`src/design/itp_pkg.sv`:
```
`timescale 1ns / 1ps
// ----------------------------------------------------------------------------
// itp_pkg
// Types, character codes and decode functions for the infix-to-postfix
// converter.
// ----------------------------------------------------------------------------
package itp_pkg;

	localparam logic [7:0] CH_END   = 8'h24;
	localparam logic [7:0] CH_OPEN  = 8'h28;
	localparam logic [7:0] CH_CLOSE = 8'h29;
	localparam logic [7:0] CH_PLUS  = 8'h2B;
	localparam logic [7:0] CH_MINUS = 8'h2D;
	localparam logic [7:0] CH_MUL   = 8'h2A;
	localparam logic [7:0] CH_DIV   = 8'h2F;
	localparam logic [7:0] CH_MOD   = 8'h25;

	typedef enum logic [2:0] {
		OP_END   = 3'd0,
		OP_OPEN  = 3'd1,
		OP_PLUS  = 3'd2,
		OP_MINUS = 3'd3,
		OP_MUL   = 3'd4,
		OP_DIV   = 3'd5,
		OP_MOD   = 3'd6
	} op_code_t;

	typedef enum logic [1:0] {
		KIND_OPERAND,
		KIND_OPEN,
		KIND_CLOSE,
		KIND_OPER
	} kind_t;

	typedef enum logic [1:0] {
		ERR_NONE      = 2'd0,
		ERR_OVERFLOW  = 2'd1,
		ERR_UNMATCHED = 2'd2
	} error_t;

	typedef enum logic [1:0] {
		EMIT_NONE,
		EMIT_ITEM,
		EMIT_TOP
	} emit_sel_t;

	typedef enum logic [1:0] {
		ST_IDLE,
		ST_WORK,
		ST_FLUSH,
		ST_FINISH
	} state_t;

	typedef struct packed {
		logic [7:0] in_char;
		logic       end_of_expr;
	} in_beat_t;

	typedef struct packed {
		logic [7:0] out_char;
		logic       char_valid;
		logic       run_last;
		logic       expr_done;
		logic [1:0] error_code;
	} out_beat_t;

	typedef struct packed {
		logic      accept;
		logic      pop;
		logic      push;
		logic      clear;
		logic      finish;
		emit_sel_t emit;
	} cmd_t;

	typedef struct packed {
		kind_t  kind;
		logic   fin;
		error_t err;
		logic   count_zero;
		logic   top_open;
		logic   top_end;
		logic   top_ge;
		logic   pend_v;
		logic   need_out;
		logic   out_free;
	} status_t;

	function automatic kind_t kind_of(logic [7:0] c);
		kind_t k;
		unique case (c)
			CH_OPEN:  k = KIND_OPEN;
			CH_CLOSE: k = KIND_CLOSE;
			CH_END, CH_PLUS, CH_MINUS, CH_MUL, CH_DIV, CH_MOD: k = KIND_OPER;
			default:  k = KIND_OPERAND;
		endcase
		return k;
	endfunction

	function automatic op_code_t code_of(logic [7:0] c);
		op_code_t o;
		unique case (c)
			CH_OPEN:  o = OP_OPEN;
			CH_PLUS:  o = OP_PLUS;
			CH_MINUS: o = OP_MINUS;
			CH_MUL:   o = OP_MUL;
			CH_DIV:   o = OP_DIV;
			CH_MOD:   o = OP_MOD;
			default:  o = OP_END;
		endcase
		return o;
	endfunction

	function automatic logic [1:0] prec_of(op_code_t o);
		logic [1:0] p;
		case (o) inside
			OP_PLUS, OP_MINUS:       p = 2'd1;
			OP_MUL, OP_DIV, OP_MOD:  p = 2'd2;
			default:                 p = 2'd0;
		endcase
		return p;
	endfunction

	function automatic logic [7:0] char_of(op_code_t o);
		logic [7:0] c;
		unique case (o)
			OP_END:   c = CH_END;
			OP_OPEN:  c = CH_OPEN;
			OP_PLUS:  c = CH_PLUS;
			OP_MINUS: c = CH_MINUS;
			OP_MUL:   c = CH_MUL;
			OP_DIV:   c = CH_DIV;
			OP_MOD:   c = CH_MOD;
			default:  c = 8'h00;
		endcase
		return c;
	endfunction

endpackage

```
`src/design/itp_ram.sv`:
```
`timescale 1ns / 1ps
// ----------------------------------------------------------------------------
// itp_ram
// Generic single-write, single-read RAM with registered read data.
// ----------------------------------------------------------------------------
module itp_ram #(
	parameter int WIDTH = 3,
	parameter int DEPTH = 32
) (
	input  logic                     clk,
	input  logic                     wr_en,
	input  logic [$clog2(DEPTH)-1:0] wr_addr,
	input  logic [WIDTH-1:0]         wr_data,
	input  logic [$clog2(DEPTH)-1:0] rd_addr,
	output logic [WIDTH-1:0]         rd_data
);

	logic [WIDTH-1:0] mem_q [DEPTH];

	always_ff @(posedge clk) begin
		if (wr_en) begin
			mem_q[wr_addr] <= wr_data;
		end
		rd_data <= mem_q[rd_addr];
	end

endmodule

```
`src/design/itp_datapath.sv`:
```
`timescale 1ns / 1ps
// ----------------------------------------------------------------------------
// itp_datapath
// Operator stack, item registers, pending result and output register.
// ----------------------------------------------------------------------------
module itp_datapath #(
	parameter int STACK_DEPTH = 32
) (
	input  logic              clk,
	input  logic              arst_n,
	input  itp_pkg::in_beat_t in_beat,
	input  itp_pkg::cmd_t     cmd,
	output itp_pkg::status_t  status,
	output logic              out_valid,
	input  logic              out_stall,
	output itp_pkg::out_beat_t out_beat
);

	localparam int AW = $clog2(STACK_DEPTH);
	localparam int CW = $clog2(STACK_DEPTH + 1);

	logic [CW-1:0]        count_q, count_d, open_q;
	itp_pkg::op_code_t    top_q;
	logic [7:0]           item_char_q;
	itp_pkg::kind_t       item_kind_q;
	itp_pkg::op_code_t    item_code_q;
	logic                 item_fin_q;
	itp_pkg::error_t      item_err_q;
	logic [7:0]           pend_char_q;
	logic                 pend_v_q;
	logic                 out_valid_q;
	itp_pkg::out_beat_t   out_q;

	itp_pkg::kind_t       in_kind;
	itp_pkg::op_code_t    in_code;
	itp_pkg::error_t      in_err;
	logic                 full;
	logic [AW-1:0]        rd_addr;
	logic [2:0]           rd_data;
	logic [7:0]           emit_char;
	logic                 need_out;
	logic                 out_free;
	logic                 load_mid;
	logic                 load_end;

	assign in_kind  = itp_pkg::kind_of(in_beat.in_char);
	assign in_code  = itp_pkg::code_of(in_beat.in_char);
	assign full     = (count_q == CW'(STACK_DEPTH));
	assign out_free = !out_valid_q || !out_stall;
	assign need_out = pend_v_q || item_fin_q || (item_err_q != itp_pkg::ERR_NONE);
	assign load_mid = (cmd.emit != itp_pkg::EMIT_NONE) && pend_v_q;
	assign load_end = cmd.finish && need_out;

	always_comb begin
		in_err = itp_pkg::ERR_NONE;
		unique case (in_kind)
			itp_pkg::KIND_OPEN: begin
				if (full) in_err = itp_pkg::ERR_OVERFLOW;
			end
			itp_pkg::KIND_CLOSE: begin
				if (open_q == '0) in_err = itp_pkg::ERR_UNMATCHED;
			end
			itp_pkg::KIND_OPER: begin
				if (full && (itp_pkg::prec_of(top_q) < itp_pkg::prec_of(in_code)))
					in_err = itp_pkg::ERR_OVERFLOW;
			end
			itp_pkg::KIND_OPERAND: begin
				in_err = itp_pkg::ERR_NONE;
			end
		endcase
	end

	always_comb begin
		if (cmd.clear) begin
			count_d = '0;
		end else if (cmd.pop) begin
			count_d = count_q - CW'(1);
		end else if (cmd.push) begin
			count_d = count_q + CW'(1);
		end else begin
			count_d = count_q;
		end
	end

	// prefetch the entry below the next top
	assign rd_addr = AW'(count_d - CW'(2));

	itp_ram #(
		.WIDTH (3),
		.DEPTH (STACK_DEPTH)
	) u_stack (
		.clk     (clk),
		.wr_en   (cmd.push),
		.wr_addr (count_q[AW-1:0]),
		.wr_data (item_code_q),
		.rd_addr (rd_addr),
		.rd_data (rd_data)
	);

	always_comb begin
		unique case (cmd.emit)
			itp_pkg::EMIT_ITEM: emit_char = item_char_q;
			itp_pkg::EMIT_TOP:  emit_char = itp_pkg::char_of(top_q);
			default:            emit_char = 8'h00;
		endcase
	end

	always_ff @(posedge clk or negedge arst_n) begin
		if (!arst_n) begin
			count_q     <= '0;
			open_q      <= '0;
			pend_v_q    <= 1'b0;
			out_valid_q <= 1'b0;
		end else begin
			count_q <= count_d;
			if (cmd.clear) begin
				open_q <= '0;
			end else if (cmd.pop && (top_q == itp_pkg::OP_OPEN)) begin
				open_q <= open_q - CW'(1);
			end else if (cmd.push && (item_code_q == itp_pkg::OP_OPEN)) begin
				open_q <= open_q + CW'(1);
			end
			if (cmd.emit != itp_pkg::EMIT_NONE) begin
				pend_v_q <= 1'b1;
			end else if (cmd.finish) begin
				pend_v_q <= 1'b0;
			end
			if (load_mid || load_end) begin
				out_valid_q <= 1'b1;
			end else if (!out_stall) begin
				out_valid_q <= 1'b0;
			end
		end
	end

	always_ff @(posedge clk) begin
		if (cmd.pop) begin
			top_q <= itp_pkg::op_code_t'(rd_data);
		end else if (cmd.push) begin
			top_q <= item_code_q;
		end
		if (cmd.accept) begin
			item_char_q <= in_beat.in_char;
			item_kind_q <= in_kind;
			item_code_q <= in_code;
			item_fin_q  <= in_beat.end_of_expr;
			item_err_q  <= in_err;
		end
		if (cmd.emit != itp_pkg::EMIT_NONE) begin
			pend_char_q <= emit_char;
		end
		if (load_mid) begin
			out_q.out_char   <= pend_char_q;
			out_q.char_valid <= 1'b1;
			out_q.run_last   <= 1'b0;
			out_q.expr_done  <= 1'b0;
			out_q.error_code <= item_err_q;
		end else if (load_end) begin
			out_q.out_char   <= pend_v_q ? pend_char_q : 8'h00;
			out_q.char_valid <= pend_v_q;
			out_q.run_last   <= 1'b1;
			out_q.expr_done  <= item_fin_q;
			out_q.error_code <= item_err_q;
		end
	end

	always_comb begin
		status.kind       = item_kind_q;
		status.fin        = item_fin_q;
		status.err        = item_err_q;
		status.count_zero = (count_q == '0);
		status.top_open   = (top_q == itp_pkg::OP_OPEN);
		status.top_end    = (top_q == itp_pkg::OP_END);
		status.top_ge     = itp_pkg::prec_of(top_q) >= itp_pkg::prec_of(item_code_q);
		status.pend_v     = pend_v_q;
		status.need_out   = need_out;
		status.out_free   = out_free;
	end

	assign out_valid = out_valid_q;
	assign out_beat  = out_q;

`ifndef SYNTHESIS
	a_count_bound: assert property (@(posedge clk) disable iff (!arst_n)
		count_q <= CW'(STACK_DEPTH))
		else $error("stack count beyond depth");
	a_push_room: assert property (@(posedge clk) disable iff (!arst_n)
		cmd.push |-> (count_q < CW'(STACK_DEPTH)))
		else $error("push onto full stack");
	a_pop_nonempty: assert property (@(posedge clk) disable iff (!arst_n)
		cmd.pop |-> (count_q != '0))
		else $error("pop from empty stack");
	a_open_bound: assert property (@(posedge clk) disable iff (!arst_n)
		open_q <= count_q)
		else $error("open count exceeds stack count");
	a_load_free: assert property (@(posedge clk) disable iff (!arst_n)
		(load_mid || load_end) |-> out_free)
		else $error("output register overwritten while stalled");
`endif

endmodule

```
`src/design/itp_ctrl.sv`:
```
`timescale 1ns / 1ps
// ----------------------------------------------------------------------------
// itp_ctrl
// Sequencer for the converter: accept, pop/push steps, flush and finish.
// ----------------------------------------------------------------------------
module itp_ctrl (
	input  logic             clk,
	input  logic             arst_n,
	input  logic             in_valid,
	output logic             in_stall,
	input  itp_pkg::status_t status,
	output itp_pkg::cmd_t    cmd
);

	itp_pkg::state_t state_q, state_d;
	logic            out_ok;
	logic            done_ok;
	itp_pkg::state_t after_work;

	assign out_ok     = status.out_free || !status.pend_v;
	assign done_ok    = status.out_free || !status.need_out;
	assign after_work = status.fin ? itp_pkg::ST_FLUSH : itp_pkg::ST_FINISH;

	always_ff @(posedge clk or negedge arst_n) begin
		if (!arst_n) begin
			state_q <= itp_pkg::ST_IDLE;
		end else begin
			state_q <= state_d;
		end
	end

	always_comb begin
		state_d    = state_q;
		in_stall   = 1'b1;
		cmd        = '0;
		cmd.emit   = itp_pkg::EMIT_NONE;
		unique case (state_q)
			itp_pkg::ST_IDLE: begin
				in_stall = 1'b0;
				if (in_valid) begin
					cmd.accept = 1'b1;
					state_d    = itp_pkg::ST_WORK;
				end
			end
			itp_pkg::ST_WORK: begin
				unique case (status.kind)
					itp_pkg::KIND_OPERAND: begin
						if (out_ok) begin
							cmd.emit = itp_pkg::EMIT_ITEM;
							state_d  = after_work;
						end
					end
					itp_pkg::KIND_OPEN: begin
						cmd.push = (status.err == itp_pkg::ERR_NONE);
						state_d  = after_work;
					end
					itp_pkg::KIND_CLOSE: begin
						if (status.count_zero) begin
							state_d = after_work;
						end else if (status.top_open) begin
							cmd.pop = 1'b1;
							state_d = after_work;
						end else if (out_ok) begin
							cmd.pop  = 1'b1;
							cmd.emit = itp_pkg::EMIT_TOP;
						end
					end
					itp_pkg::KIND_OPER: begin
						if (!status.count_zero && status.top_ge) begin
							if (out_ok) begin
								cmd.pop  = 1'b1;
								cmd.emit = itp_pkg::EMIT_TOP;
							end
						end else begin
							cmd.push = (status.err == itp_pkg::ERR_NONE);
							state_d  = after_work;
						end
					end
				endcase
			end
			itp_pkg::ST_FLUSH: begin
				if (!status.count_zero && !status.top_end) begin
					if (out_ok) begin
						cmd.pop  = 1'b1;
						cmd.emit = itp_pkg::EMIT_TOP;
					end
				end else begin
					cmd.clear = 1'b1;
					state_d   = itp_pkg::ST_FINISH;
				end
			end
			itp_pkg::ST_FINISH: begin
				if (done_ok) begin
					cmd.finish = 1'b1;
					in_stall   = 1'b0;
					if (in_valid) begin
						cmd.accept = 1'b1;
						state_d    = itp_pkg::ST_WORK;
					end else begin
						state_d = itp_pkg::ST_IDLE;
					end
				end
			end
		endcase
	end

endmodule

```
`src/design/infix_to_postfix_converter_top.sv`:
```
`timescale 1ns / 1ps
// ----------------------------------------------------------------------------
// infix_to_postfix_converter_top
// Shunting-yard converter: one infix character per beat in, postfix
// characters out, operators held on a RAM-based stack.
// ----------------------------------------------------------------------------
// channel   direction  handshake                     payload
// infix     input      infix_valid / infix_stall     infix_beat   (in_beat_t)
// postfix   output     postfix_valid / postfix_stall postfix_beat (out_beat_t)
//
// An item is handled as an accept, then one work step; each operator popped
// and emitted adds a step, and an end flag adds a flush step plus one per
// flushed entry, as the single stack RAM read port gives one entry per step and
// the output register takes one beat per step. The finish step overlaps the next accept.
// Reset empties the stack; stack RAM contents are not cleared.
// A stalled output beat holds the sequencer only when another beat must load.
// ----------------------------------------------------------------------------
module infix_to_postfix_converter_top #(
	parameter int STACK_DEPTH = 32
) (
	input  logic               clk,
	input  logic               arst_n,
	input  logic               infix_valid,
	output logic               infix_stall,
	input  itp_pkg::in_beat_t  infix_beat,
	output logic               postfix_valid,
	input  logic               postfix_stall,
	output itp_pkg::out_beat_t postfix_beat
);

	itp_pkg::cmd_t    cmd;
	itp_pkg::status_t status;

	itp_ctrl u_ctrl (
		.clk      (clk),
		.arst_n   (arst_n),
		.in_valid (infix_valid),
		.in_stall (infix_stall),
		.status   (status),
		.cmd      (cmd)
	);

	itp_datapath #(
		.STACK_DEPTH (STACK_DEPTH)
	) u_datapath (
		.clk       (clk),
		.arst_n    (arst_n),
		.in_beat   (infix_beat),
		.cmd       (cmd),
		.status    (status),
		.out_valid (postfix_valid),
		.out_stall (postfix_stall),
		.out_beat  (postfix_beat)
	);

endmodule

```
`config.mk`:
```
export PLATFORM = sky130hd
export DESIGN_NAME = infix_to_postfix_converter_top
export DESIGN_NICKNAME = d
export VERILOG_FILES = /design/src/design/itp_pkg.sv /design/src/design/itp_ram.sv /design/src/design/itp_datapath.sv /design/src/design/itp_ctrl.sv /design/src/design/infix_to_postfix_converter_top.sv
export SDC_FILE = /design/constraint.sdc
export NUM_CORES = 1
export LEC_CHECK = 0
export BUFFER_PORTS_ARGS = -buffer_cell sky130_fd_sc_hd__buf_2
export CORE_ASPECT_RATIO = 1.2
export CORE_MARGIN = 2
export CORE_UTILIZATION = 42
export CTS_CLUSTER_DIAMETER = 120
export DETAILED_ROUTE_END_ITERATION = 10
export HOLD_SLACK_MARGIN = 0.06
export PLACE_DENSITY_LB_ADDON = 0.08
export SYNTH_ARGS = -nofsm -noshare
export SYNTH_HDL_FRONTEND = slang
export SYNTH_SLANG_ARGS = --single-unit
```
`constraint.sdc`:
```
create_clock -name clk -period 6.1 [get_ports clk]
set_input_delay 0.305 -clock clk [delete_from_list [all_inputs] [get_ports clk]]
set_output_delay 0.305 -clock clk [all_outputs]
set_load 0.02 [all_outputs]
```
==> metrics.md <==
| Metric | Value |
|---|---|
| TritonCTS clock tree | built |
| Origin of the worst min-delay path | infix_beat[7] |
| Peak Freq | roughly 200 MHz |
| Post-layout minimum cycle time | ~4900 ps |
| Fraction of final layout cells sized beyond drive strength 1 | between 10% and 20% |
| Crit Path Max Fanout | 16 |
| Number of H-tree levels | 4 |
| Worst endpoint required time | 6410 ps |
| Inserted Diodes | 0 |
| Length of the first detailed-routing pass in iterations | 5 |
| Count of cells resized by post-cts repair | 0 |
| Leading post-synthesis cells by cell area | sky130_fd_sc_hd__edfxtp_1, sky130_fd_sc_hd__dfrtp_1, sky130_fd_sc_hd__mux2i_1 |
| Cell leakage power | around 3 nW |
| Reg-to-reg startpoint | u_datapath.item_code_q[1] |
| Max rail drop VDD | roughly 0.24 mV |
| Post-synthesis sequential area ratio | 61.5% |
| Largest delay contributor family on the critical path | compound AO/OA/AOI/OAI gates |
| Transition time at the pin with the least slew margin | 1090 ps |
| Maximum number of pins on one net before global-route repair | 35 |
| Sum Neg Setup Slack | 0 ps |
| Top FF cell, synth | sky130_fd_sc_hd__edfxtp_1 |
| Clock Skew | 6.67 ps |
| Deepest clock path buffer count | 2 |
| Die Y-Extent | about 150 um |
| Synth Instances | 541 |
| Total of warnings raised by yosys | 0 |
| Startpoint Class | flip-flop |
| Post-DR wirelength/cell | 19.6 um |
| Post-synthesis share of cell area spent on and, or, nand and nor gates | a little under an eighth |
| Class of the most critical setup path | flip-flop to flip-flop |
| Area of the die | about 19000 um2 |
| Post-synthesis cell type count | 80 |
| Critical path's slowest cell | sky130_fd_sc_hd__o211ai_1 |
| Via density per instance | 5.47 |
| Post-synthesis compound-gate area fraction | a little under a tenth |
| Gr ovfl total | 0 |
| Area leader, netlist | sky130_fd_sc_hd__edfxtp_1 |
| Number of flops mapped to enable cells by yosys | 133 |
| Core area | approximately 17000 um2 |
| Instance area after placement | ~7700 um2 |
| Arr. time, crit path | 5190 ps |
| Number of register bits inferred by synthesis | between 150 and 200 |
| CP max stage delay | slightly below 900 ps |
| Clock network latency to the later pin of the worst-skew pair | about 420 ps |
| Run status | complete, no violations |
| Setup repair after global routing missed its margin | false |
| Row count | between 50 and 60 |
| First-pass GRT wire length | about 25000 um |
| Placer's final routability congestion estimate | 0.820 |
| IO Count | 28 |
| Share of synthesized registers carrying an async set or reset | about a tenth |
| Relative area change from synthesis to final layout | 12.8% |
| Max-slew violation count | 0 |
| ANT nets after route | 0 |
| PwrDens | approximately 570 nW/um2 |
| Yosys top cell area share | a little over half |
| Vias after detailed routing | 4424 |
| Hold_buf cts | 5 |
| Kind of capture point of the worst setup path | flip-flop |
| Number of endpoints with negative hold slack in the final report | 0 |
| Number of design-rule violations left by the first detailed-router iteration | 309 |
| Final wirelength | 15900 um |
| Setup ws final | 1220 ps |
| Total buffers and inverters traversed by the critical path | 1 |
| Clock tree root buffer cell | sky130_fd_sc_hd__clkbuf_16 |
| Synthesized area per cell | around 14 um2 |
| First element of the critical path | u_datapath.item_code_q[1] |
| Largest family of logic cells by synthesized area | simple AND/OR/NAND/NOR gates |
| Worst hold slack across all endpoints | about 87 ps |
| Synthesized-area fraction occupied by adder cells | under 10% |
| Summed area of non-filler cells in the final layout | 8290 um2 |
| Tightest slew margin relative to the limit | 26.7% |
| Initial core utilization | about 43% |
| Pre-CTS worst setup slack | between 1000 and 1500 ps |
| I/O Buffers | 27 |
| X dimension of the die | about 120 um |
| Fill count | ~1500 |
| Tightest Hold Check Type | input pin to flip-flop |
| Area of the mapped netlist | 7350 um2 |
| Syn nets | 571 |
| Clk pin slew, worst setup/hold paths | around 60 ps |
| Hpwl dp | 11200 um |
| Total routing resource utilization after global routing | 18.1% |
| Number of global-route vias before repair | roughly 4600 |
| Post-CTS setup buffers | 0 |
| Sequence of cells on the critical path | nor2b_1 > ha_1 > nor2b_1 > maj3_2 > o211ai_1 > nand3_1 > o211a_1 > ha_1 > inv_1 > mux4_2 > mux2i_1 > mux2i_1 > o22a_1 |
| Layout Nets | 610 |
| Share of the cycle needed by the critical path after routing | roughly 80% |
| Number of antenna violations at the first check in global routing | 0 |
| DRC errors left | 0 |
| Number of buffers created by CTS | 17 |
| Number of setup violations in the final report | 0 |
| Number of max-cap violations | 0 |
| XOR/XNOR Fraction of Synth Area | about 1.3% |
| Sinks on Clock Net | about 160 |
| Mux cell area share after synthesis | 9.78% |
## final cells by class
type / instances / area, um2 / share of cell area [%]
clock inverters: 14 / 146 / 1.77
clock buffers: 18 / 429 / 5.18
inverters: 22 / 82.6 / 0.996
well taps: 216 / 270 / 3.26
multi-input cells: 345 / 2610 / 31.5
flip-flops and latches: 155 / 4510 / 54.5
repair buffers: 39 / 238 / 2.87
## cell usage in the layout, fill, tap and decap left out, types with 5 or more instances in the layout
cell type | synthesis | layout
sky130_fd_sc_hd__a21oi_1 | 10 | 10
sky130_fd_sc_hd__a22oi_1 | 5 | 5
sky130_fd_sc_hd__and2_1 | 13 | 13
sky130_fd_sc_hd__buf_2 | 6 | 27
sky130_fd_sc_hd__buf_4 | 1 | 7
sky130_fd_sc_hd__clkbuf_16 | 0 | 17
sky130_fd_sc_hd__dfrtp_1 | 16 | 16
sky130_fd_sc_hd__dfxtp_1 | 6 | 6
sky130_fd_sc_hd__dlygate4sd3_1 | 0 | 5
sky130_fd_sc_hd__edfxtp_1 | 133 | 133
sky130_fd_sc_hd__ha_1 | 17 | 17
sky130_fd_sc_hd__inv_1 | 21 | 21
sky130_fd_sc_hd__mux2_2 | 6 | 6
sky130_fd_sc_hd__mux2i_1 | 38 | 38
sky130_fd_sc_hd__mux4_2 | 12 | 12
sky130_fd_sc_hd__nand2_1 | 35 | 35
sky130_fd_sc_hd__nand2b_1 | 9 | 9
sky130_fd_sc_hd__nand3_1 | 10 | 10
sky130_fd_sc_hd__nor2_1 | 50 | 50
sky130_fd_sc_hd__nor2b_1 | 15 | 15
sky130_fd_sc_hd__nor3_1 | 10 | 10
sky130_fd_sc_hd__o211ai_1 | 5 | 5
sky130_fd_sc_hd__o21ai_0 | 11 | 11
sky130_fd_sc_hd__or3_1 | 6 | 6
sky130_fd_sc_hd__xnor2_1 | 6 | 6
## worst paths after layout
path,to,slack (ps),cells past startpoint
setup / recovery,u_datapath.u_stack.rd_data[0],1220,13
hold / removal,u_datapath.item_char_q[6],90,1
setup reg to reg,u_datapath.u_stack.rd_data[0],1220,13
hold reg to reg,u_datapath.out_beat[4],450,1
max in group asynchronous,u_datapath.count_q[0],5460,2
min in group asynchronous,u_datapath.open_q[4],340,2
## Yosys cell counts (4+ instances only)
| library cell | instances |
|---|---|
| sky130_fd_sc_hd__or3_1 | 6 |
| sky130_fd_sc_hd__a2111oi_0 | 4 |
| sky130_fd_sc_hd__nor3_1 | 10 |
| sky130_fd_sc_hd__nand4_1 | 4 |
| sky130_fd_sc_hd__dfxtp_1 | 6 |
| sky130_fd_sc_hd__nor2b_1 | 15 |
| sky130_fd_sc_hd__mux2_2 | 6 |
| sky130_fd_sc_hd__o221ai_1 | 4 |
| sky130_fd_sc_hd__or2_2 | 4 |
| sky130_fd_sc_hd__nand3_1 | 10 |
| sky130_fd_sc_hd__o211ai_1 | 5 |
| sky130_fd_sc_hd__nand2_1 | 35 |
| sky130_fd_sc_hd__o21ai_0 | 11 |
| sky130_fd_sc_hd__nor2_1 | 50 |
| sky130_fd_sc_hd__a22oi_1 | 5 |
| sky130_fd_sc_hd__a21oi_1 | 10 |
| sky130_fd_sc_hd__clkbuf_1 | 6 |
| sky130_fd_sc_hd__ha_1 | 17 |
| sky130_fd_sc_hd__edfxtp_1 | 133 |
| sky130_fd_sc_hd__mux2i_1 | 38 |
| sky130_fd_sc_hd__buf_2 | 6 |
| sky130_fd_sc_hd__nand2b_1 | 9 |
| sky130_fd_sc_hd__a21o_1 | 4 |
| sky130_fd_sc_hd__mux4_2 | 12 |
| sky130_fd_sc_hd__and2_1 | 13 |
| sky130_fd_sc_hd__xnor2_1 | 6 |
| sky130_fd_sc_hd__dfrtp_1 | 16 |
| sky130_fd_sc_hd__inv_1 | 21 |
## registers in the layout, summed over array words and instances, names as in the netlist
signal                      cells
u_datapath.u_stack.mem_q       96
u_datapath.out_beat            13
u_datapath.item_char_q          8
u_datapath.pend_char_q          8
u_datapath.count_q              6
u_datapath.open_q               6
u_datapath.item_code_q          3
u_datapath.top_q                3
u_datapath.u_stack.rd_data      3
u_ctrl.state_q                  2
u_datapath.item_err_q           2
u_datapath.item_kind_q          2
u_datapath.item_fin_q           1
u_datapath.out_valid            1
u_datapath.pend_v_q             1
## stage by stage
step,power [W],cells,util (%)
after detailed placement,0.00375,772,45.1
after global placement,0.00370,772,45.1
after floorplan,0.00328,541,-
after global routing,0.00505,809,48.8
final,0.00475,809,48.8
after CTS,0.00479,809,48.8
## per-layer routing
metal | GRT usage, % | routed length, um | up-vias
met5 | 0 | 0 | -
met1 | 20.4 | 6530 | 2180
met2 | 33.3 | 8510 | 95
li1 | - | - | 2129
met4 | 7.25 | 336 | 0
met3 | 3.98 | 476 | 20
## kinds of logic (layout without fill, tap and decap cells)
family,Yosys count,after routing
AND/OR/NAND/NOR,173,173
flip-flops,155,155
multiplexers,56,56
XOR/XNOR,10,10
adder cells (fa/ha/maj),18,18
AO/OA/AOI/OAI,88,88
buffers and inverters,41,93
## where the power goes
group | total (W) | switching (W) | internal, W | leakage [nW]
clock | 0.00103 | 0.000424 | 0.000604 | 0.274
combinational | 0.00218 | 0.00125 | 0.000923 | 1.32
sequential | 0.00154 | 0.000140 | 0.00140 | 1.45
total | 0.00475 | 0.00182 | 0.00293 | 3.04
Note: power is estimated with default switching activity, not from simulation.
